--- config.mk ---
export PLATFORM = sky130hd
export DESIGN_NAME = dhj_ctrl
export DESIGN_NICKNAME = d
export VERILOG_FILES = /design/src/rtl/dhj_pkg.sv /design/src/rtl/dhj_ctrl.sv
export VERILOG_INCLUDE_DIRS = /design/src /design/src/rtl
export SDC_FILE = /design/constraint.sdc
export NUM_CORES = 1
export LEC_CHECK = 0
export ABC_AREA = 0
export CAP_MARGIN = 10
export CELL_PAD_IN_SITES_DETAIL_PLACEMENT = 1
export CELL_PAD_IN_SITES_GLOBAL_PLACEMENT = 2
export CORE_AREA = 2 2 71 99
export DETAILED_ROUTE_END_ITERATION = 12
export DIE_AREA = 0 0 73 101
export DONT_BUFFER_PORTS = 1
export GPL_ROUTABILITY_DRIVEN = 0
export GPL_TIMING_DRIVEN = 0
export PLACE_DENSITY = 0.62
export SKIP_CTS_REPAIR_TIMING = 1
export SLEW_MARGIN = 5
export SYNTH_ARGS = -nofsm -noshare
export SYNTH_HDL_FRONTEND = slang
export SYNTH_SLANG_ARGS = --single-unit
--- constraint.sdc ---
create_clock -name clk -period 4.3 [get_ports clk]
set_input_delay 0.215 -clock clk [delete_from_list [all_inputs] [get_ports clk]]
set_output_delay 0.215 -clock clk [all_outputs]
set_load 0.03 [all_outputs]
--- src/rtl/dh_geometric_jacobian_column_unit_assert.svh ---
// Assertion macros shared by the Jacobian column unit.
// Each macro expects clk and arst_n in the scope where it is used.
`ifndef DH_GEOMETRIC_JACOBIAN_COLUMN_UNIT_ASSERT_SVH
`define DH_GEOMETRIC_JACOBIAN_COLUMN_UNIT_ASSERT_SVH

// same-cycle implication
`define DHJ_ASSERT_NOW(lbl, ante, cons, msg) \
	lbl: assert property (@(posedge clk) disable iff (!arst_n) (ante) |-> (cons)) \
		else $error(msg);

// next-cycle implication
`define DHJ_ASSERT_NEXT(lbl, ante, cons, msg) \
	lbl: assert property (@(posedge clk) disable iff (!arst_n) (ante) |=> (cons)) \
		else $error(msg);

`endif

--- src/rtl/dhj_pkg.sv ---
// Shared types, constants and helper functions for the Jacobian column unit.
// No dependencies.
`default_nettype none
package dhj_pkg;
	localparam int MAX_JOINTS_DEF   = 16;
	localparam int CORDIC_STEPS_DEF = 24;

	localparam logic signed [34:0] PI_Q28      = 35'sd843314857;
	localparam logic signed [34:0] TWO_PI_Q28  = 35'sd1686629713;
	localparam logic signed [34:0] HALF_PI_Q28 = 35'sd421657428;
	localparam logic signed [33:0] CORDIC_GAIN = 34'sd652032874;
	localparam logic signed [31:0] ONE_Q30     = 32'sd1073741824;

	typedef enum logic [3:0] {
		OP_NOP, OP_LOAD, OP_REDUCE, OP_FOLD, OP_STEP, OP_CAPTURE,
		OP_LINK, OP_ROT, OP_POS, OP_CROSS, OP_COMMIT
	} op_t;

	typedef struct packed {
		op_t        op;
		logic [4:0] step;
		logic [1:0] ri;
		logic [1:0] rj;
		logic [1:0] rk;
	} cmd_t;

	typedef struct packed {
		logic in_range;
		logic out_busy;
	} status_t;

	function automatic logic [31:0] atan_q30(input logic [4:0] idx);
		case (idx)
			5'd0:  atan_q30 = 32'h3243F6A8;
			5'd1:  atan_q30 = 32'h1DAC6705;
			5'd2:  atan_q30 = 32'h0FADBAFC;
			5'd3:  atan_q30 = 32'h07F56EA6;
			5'd4:  atan_q30 = 32'h03FEAB76;
			5'd5:  atan_q30 = 32'h01FFD55B;
			5'd6:  atan_q30 = 32'h00FFFAAA;
			5'd7:  atan_q30 = 32'h007FFF55;
			5'd8:  atan_q30 = 32'h003FFFEA;
			5'd9:  atan_q30 = 32'h001FFFFD;
			5'd10: atan_q30 = 32'h000FFFFF;
			5'd11: atan_q30 = 32'h0007FFFF;
			5'd12: atan_q30 = 32'h0003FFFF;
			5'd13: atan_q30 = 32'h0001FFFF;
			5'd14: atan_q30 = 32'h0000FFFF;
			5'd15: atan_q30 = 32'h00007FFF;
			5'd16: atan_q30 = 32'h00003FFF;
			5'd17: atan_q30 = 32'h00001FFF;
			5'd18: atan_q30 = 32'h00000FFF;
			5'd19: atan_q30 = 32'h000007FF;
			5'd20: atan_q30 = 32'h000003FF;
			5'd21: atan_q30 = 32'h000001FF;
			5'd22: atan_q30 = 32'h000000FF;
			5'd23: atan_q30 = 32'h0000007F;
			5'd24: atan_q30 = 32'h0000003F;
			5'd25: atan_q30 = 32'h0000001F;
			5'd26: atan_q30 = 32'h0000000F;
			5'd27: atan_q30 = 32'h00000008;
			5'd28: atan_q30 = 32'h00000004;
			5'd29: atan_q30 = 32'h00000002;
			5'd30: atan_q30 = 32'h00000001;
			default: atan_q30 = 32'h00000000;
		endcase
	endfunction

	// row-major index into a 3x3 matrix
	function automatic logic [3:0] idx9(input logic [1:0] r, input logic [1:0] c);
		idx9 = {1'b0, r, 1'b0} + {2'b00, r} + {2'b00, c};
	endfunction

	function automatic logic [1:0] next3(input logic [1:0] v);
		case (v)
			2'd0: next3 = 2'd1;
			2'd1: next3 = 2'd2;
			default: next3 = 2'd0;
		endcase
	endfunction

	function automatic logic over32(input logic signed [67:0] v);
		over32 = (v > 68'sd2147483647) || (v < -68'sd2147483648);
	endfunction

	function automatic logic signed [31:0] sat32(input logic signed [67:0] v);
		if (v > 68'sd2147483647)
			sat32 = 32'sh7FFFFFFF;
		else if (v < -68'sd2147483648)
			sat32 = 32'sh80000000;
		else
			sat32 = v[31:0];
	endfunction
endpackage
`default_nettype wire

--- src/rtl/dhj_ctrl.sv ---
// Sequencer: walks one joint item through reduction, CORDIC, link products,
// frame chaining and cross product. Depends on dhj_pkg and the assert header.
`default_nettype none
`include "dh_geometric_jacobian_column_unit_assert.svh"
module dhj_ctrl #(
	parameter int CORDIC_STEPS = dhj_pkg::CORDIC_STEPS_DEF
) (
	input  wire logic             clk,
	input  wire logic             arst_n,
	input  wire logic             s_tvalid,
	output logic                  s_tready,
	input  wire logic             in_kind,
	input  wire dhj_pkg::status_t status,
	output dhj_pkg::cmd_t         cmd
);
	typedef enum logic [10:0] {
		S_IDLE  = 11'b00000000001,
		S_RED   = 11'b00000000010,
		S_ITER  = 11'b00000000100,
		S_CAP   = 11'b00000001000,
		S_LINK  = 11'b00000010000,
		S_ROT   = 11'b00000100000,
		S_POS   = 11'b00001000000,
		S_GAP   = 11'b00010000000,
		S_CROSS = 11'b00100000000,
		S_DRAIN = 11'b01000000000,
		S_DONE  = 11'b10000000000
	} state_t;

	state_t     state_q, state_d;
	logic [4:0] cnt_q, cnt_d;
	logic [1:0] i_q, j_q, k_q, i_d, j_d, k_d;

	always_comb begin
		state_d = state_q;
		cnt_d   = cnt_q;
		i_d     = i_q;
		j_d     = j_q;
		k_d     = k_q;
		cmd     = '{op: dhj_pkg::OP_NOP, step: cnt_q, ri: i_q, rj: j_q, rk: k_q};
		case (state_q)
			S_IDLE: begin
				if (s_tvalid) begin
					cmd.op = dhj_pkg::OP_LOAD;
					if (in_kind)
						state_d = S_RED;
				end
			end
			S_RED: begin
				if (status.in_range) begin
					cmd.op  = dhj_pkg::OP_FOLD;
					cnt_d   = '0;
					state_d = S_ITER;
				end else begin
					cmd.op = dhj_pkg::OP_REDUCE;
				end
			end
			S_ITER: begin
				cmd.op = dhj_pkg::OP_STEP;
				if (cnt_q == 5'(CORDIC_STEPS - 1))
					state_d = S_CAP;
				else
					cnt_d = cnt_q + 5'd1;
			end
			S_CAP: begin
				cmd.op  = dhj_pkg::OP_CAPTURE;
				cnt_d   = '0;
				state_d = S_LINK;
			end
			S_LINK: begin
				cmd.op = dhj_pkg::OP_LINK;
				if (cnt_q == 5'd5) begin
					i_d = '0;
					j_d = '0;
					k_d = '0;
					state_d = S_ROT;
				end else begin
					cnt_d = cnt_q + 5'd1;
				end
			end
			S_ROT: begin
				cmd.op = dhj_pkg::OP_ROT;
				k_d = dhj_pkg::next3(k_q);
				if (k_q == 2'd2) begin
					j_d = dhj_pkg::next3(j_q);
					if (j_q == 2'd2) begin
						i_d = dhj_pkg::next3(i_q);
						if (i_q == 2'd2)
							state_d = S_POS;
					end
				end
			end
			S_POS: begin
				cmd.op = dhj_pkg::OP_POS;
				j_d = dhj_pkg::next3(j_q);
				if (j_q == 2'd2) begin
					i_d = dhj_pkg::next3(i_q);
					if (i_q == 2'd2)
						state_d = S_GAP;
				end
			end
			S_GAP: begin
				// last position entry lands before the distances are read
				k_d     = '0;
				state_d = S_CROSS;
			end
			S_CROSS: begin
				cmd.op = dhj_pkg::OP_CROSS;
				k_d = (k_q == 2'd0) ? 2'd1 : 2'd0;
				if (k_q == 2'd1) begin
					i_d = dhj_pkg::next3(i_q);
					if (i_q == 2'd2)
						state_d = S_DRAIN;
				end
			end
			S_DRAIN: begin
				state_d = S_DONE;
			end
			S_DONE: begin
				if (!status.out_busy) begin
					cmd.op  = dhj_pkg::OP_COMMIT;
					state_d = S_IDLE;
				end
			end
			default: begin
				state_d = S_IDLE;
			end
		endcase
	end

	always_ff @(posedge clk or negedge arst_n) begin
		if (!arst_n) begin
			state_q <= S_IDLE;
			cnt_q   <= '0;
			i_q     <= '0;
			j_q     <= '0;
			k_q     <= '0;
		end else begin
			state_q <= state_d;
			cnt_q   <= cnt_d;
			i_q     <= i_d;
			j_q     <= j_d;
			k_q     <= k_d;
		end
	end

	assign s_tready = (state_q == S_IDLE);

	`DHJ_ASSERT_NOW(a_commit_free, cmd.op == dhj_pkg::OP_COMMIT, !status.out_busy, "commit into busy output")
	`DHJ_ASSERT_NEXT(a_joint_starts, s_tvalid && s_tready && in_kind, state_q == S_RED, "joint item not started")
	`DHJ_ASSERT_NOW(a_iter_bound, state_q == S_ITER, cnt_q <= 5'(CORDIC_STEPS - 1), "CORDIC step overrun")
endmodule
`default_nettype wire

==> metrics.cfg <==
[outcome]
outcome = completed

[layout]
area_delta_synth_final_pct = 12.3
multi_input_area_um2 = 927
regArea_um2 = 552
drive_gt1_frac = 0.122
final_cell_area_um2 = 1770
n_fill_cell = 774
diodes = 0
fin_nets = 197

[placed_design]
dpl.hpwl_um = 3700
io_buffers = 0
dpl_worst_slack_ns = 1.54
place_area_um2 = 1670

[synthesis]
async_flop_share = 1.00
synth-main-ff-cell = dfrtp_1
postSynthAreaPerCell_um2 = 8.65
yosysSeqAreaShare = 0.351
syn-instance-count = 182
synth-seq-cells = 22
ys_warn_count = 0
synthDistinctLibCells = 54
synth_edf_count = 0
netlist.top_cell.by_area = dfrtp_1
synth_top_area_frac = 0.334
synthTopCellsByArea = dfrtp_1 33%, nand2_1 5.0%, nand2b_1 3.6%, o31ai_1 3.3%, nand4_1 3.2%
yosys-top-cells-count = 21 x dfrtp_1, 21 x nand2_1, 10 x inv_1, 9 x nand2b_1, 9 x o21ai_0
syn-cell-area_um2 = 1570
syn-num-nets = 190

[clock_tree]
clk_path_buf_depth = 2
clkTransAtPathRegs_ns = 0.10
cts-root-buf = clkbuf_8
htreeDepth = 1
clock_latency_ns = 0.28
cts_sinks = 22
cts-buffers-inserted = 3
cts_tree = done

[floorplanning]
dieArea_um2 = 7370
ios = 22
initial_utilization = 0.241
fp.coreArea_um2 = 6530
die_w_um = 73
placementRows = 35
die_h_um = 101

[timing]
fmax_mhz = 328
totalNegativeSetupSlack_ns = 0
final_max_slew_viol_count = 0
finalHoldViolations = 0
min_period_ns = 3.05
fin_crit_sh = 0.708
relSlewSlack = 0.478
rsz0062_at_grt = no
finalSetupViolCount = 0
whs_ns = 0.112
timing.final.ws_setup_ns = 1.25
tightest_slew_ns = 0.776
fin_worst_skew_ns = 0.00557

[route]
highest_layer = met4
drtPass1Iterations = 4
drt-met1-wl_um = 2020
via_per_inst = 5.37
vias = 1407
remaining_drc_errors = 0
wire_per_inst_um = 18.7
dr_wl_met3_um = 64
wirelength_um = 4910
ant_nets = 0
met2_length_um = 2730
first_iter_violations = 70

[worst_setup_path]
path_buf_inv = 3
r2r_start = state_q[6]
cp_slowest_cell = nor3_1
path_delay_family = simple AND/OR/NAND/NOR gates
critical_path_required_ns = 4.09
rrSetupSlack_ns = 1.62
worst-path-max-fanout = 10
cp.arrival_ns = 2.83
slowest_delay_ns = 0.65
worstSetupStartpointType = flop
reg2reg_depth = 8
cp-end-kind = primary output
r2r_end = state_q[0]
path_common_cell = nand2_1
path_cells = buf_2 > or2_2 > clkbuf_1 > nor3_1 > nand2_1 > inv_1 > nand2_1 > nand4_1
crit_type = reg2out

[worst_hold_path]
hp-start = status[0]
hp-class = in2reg
min_path_cells = 2
min_to = state_q[10]

[global_routing]
grt_pass1_wl_um = 8070
overflow = 0
antenna_found_initial = 0
grt_max_degree = 23
grt_pass1_vias = 1507
grtUsageTotal = 0.144

[flow_run]
drv_cap = 0

[power]
p_per_area_nw_per_um2 = 534
p_total_uw = 943
irDropWorstVdd_uv = 151
leakage_uw = 0.000718

==> layer usage <==
layer | vias up | track usage
met3 | 6 | 0.0160
met5 | - | 0
met2 | 13 | 0.258
li1 | 683 | -
met4 | 0 | 0.0613
met1 | 705 | 0.168
==> registers in the layout, indices dropped and copies added, names as in the netlist <==
| name | count |
|---|---|
| k_q | 2 |
| i_q | 2 |
| state_q | 11 |
| cnt_q | 5 |
| j_q | 2 |
==> power by group <==
group          internal [uW]  switching (uW)
combinational            160             289
sequential               238            48.5
clock                    125            82.8
total                    523             421
==> worst max path at each step <==
stage | endpoint | startpoint | cells past startpoint | slack, ns
floorplan | cmd[12] | state_q[1] | 6 | 1.80
global placement | cmd[11] | state_q[6] | 8 | 1.55
detailed placement | cmd[11] | state_q[6] | 8 | 1.54
CTS | cmd[11] | state_q[6] | 8 | 1.22
global route | cmd[11] | state_q[6] | 8 | 1.08
finish | cmd[11] | state_q[6] | 8 | 1.25
==> through the flow <==
stage | cells | util
4_1_cts | 260 | 0.266
5_1_grt | 262 | 0.271
6_report | 262 | 0.271
2_1_floorplan | 182 | -
3_5_place_dp | 256 | 0.255
3_3_place_gp | 256 | 0.255
==> logic make-up (layout without fill, tap and decap cells) <==
logic type / count (synthesis) / in the layout / share of synthesized area
compound gates: 37 / 37 / 0.170
xor+xnor: 6 / 6 / 0.0334
fa+ha+maj: 2 / 2 / 0.0159
buf+inv: 21 / 27 / 0.0604
flops: 22 / 22 / 0.351
mux: 2 / 2 / 0.0127
simple gates: 92 / 92 / 0.357
==> layout make-up <==
class / instances / share of cell area
Buffer: 11 / 0.0326
Clock buffer: 3 / 0.0234
Clock inverter: 1 / 0.0170
Inverter: 10 / 0.0212
Multi-Input combinational cell: 139 / 0.524
Sequential cell: 22 / 0.312
Tap cell: 74 / 0.0524
Timing Repair Buffer: 2 / 0.0170
==> layout by cell type, fill, tap and decap left out, types with 2 or more instances in the layout <==
master	synthesis	final
or3_1	4	4
xor2_1	4	4
nor2b_1	5	5
mux2i_1	2	2
inv_1	10	10
clkbuf_8	0	3
nand4_1	8	8
or4_1	3	3
o2bb2ai_1	3	3
clkbuf_1	4	4
or2_2	2	2
xnor2_1	2	2
nand2_1	21	21
dfrtp_1	21	21
nand3b_1	2	2
buf_2	4	4
nor4_2	3	3
o21ai_0	9	9
or3_4	2	2
ha_1	2	2
nor3_1	7	7
or4_4	2	2
nor4_1	2	2
o31ai_1	7	7
nand3_1	7	7
nor2_1	8	8
nand2b_1	9	9
o21ai_1	2	2
Note: power is estimated with default switching activity, not from simulation.
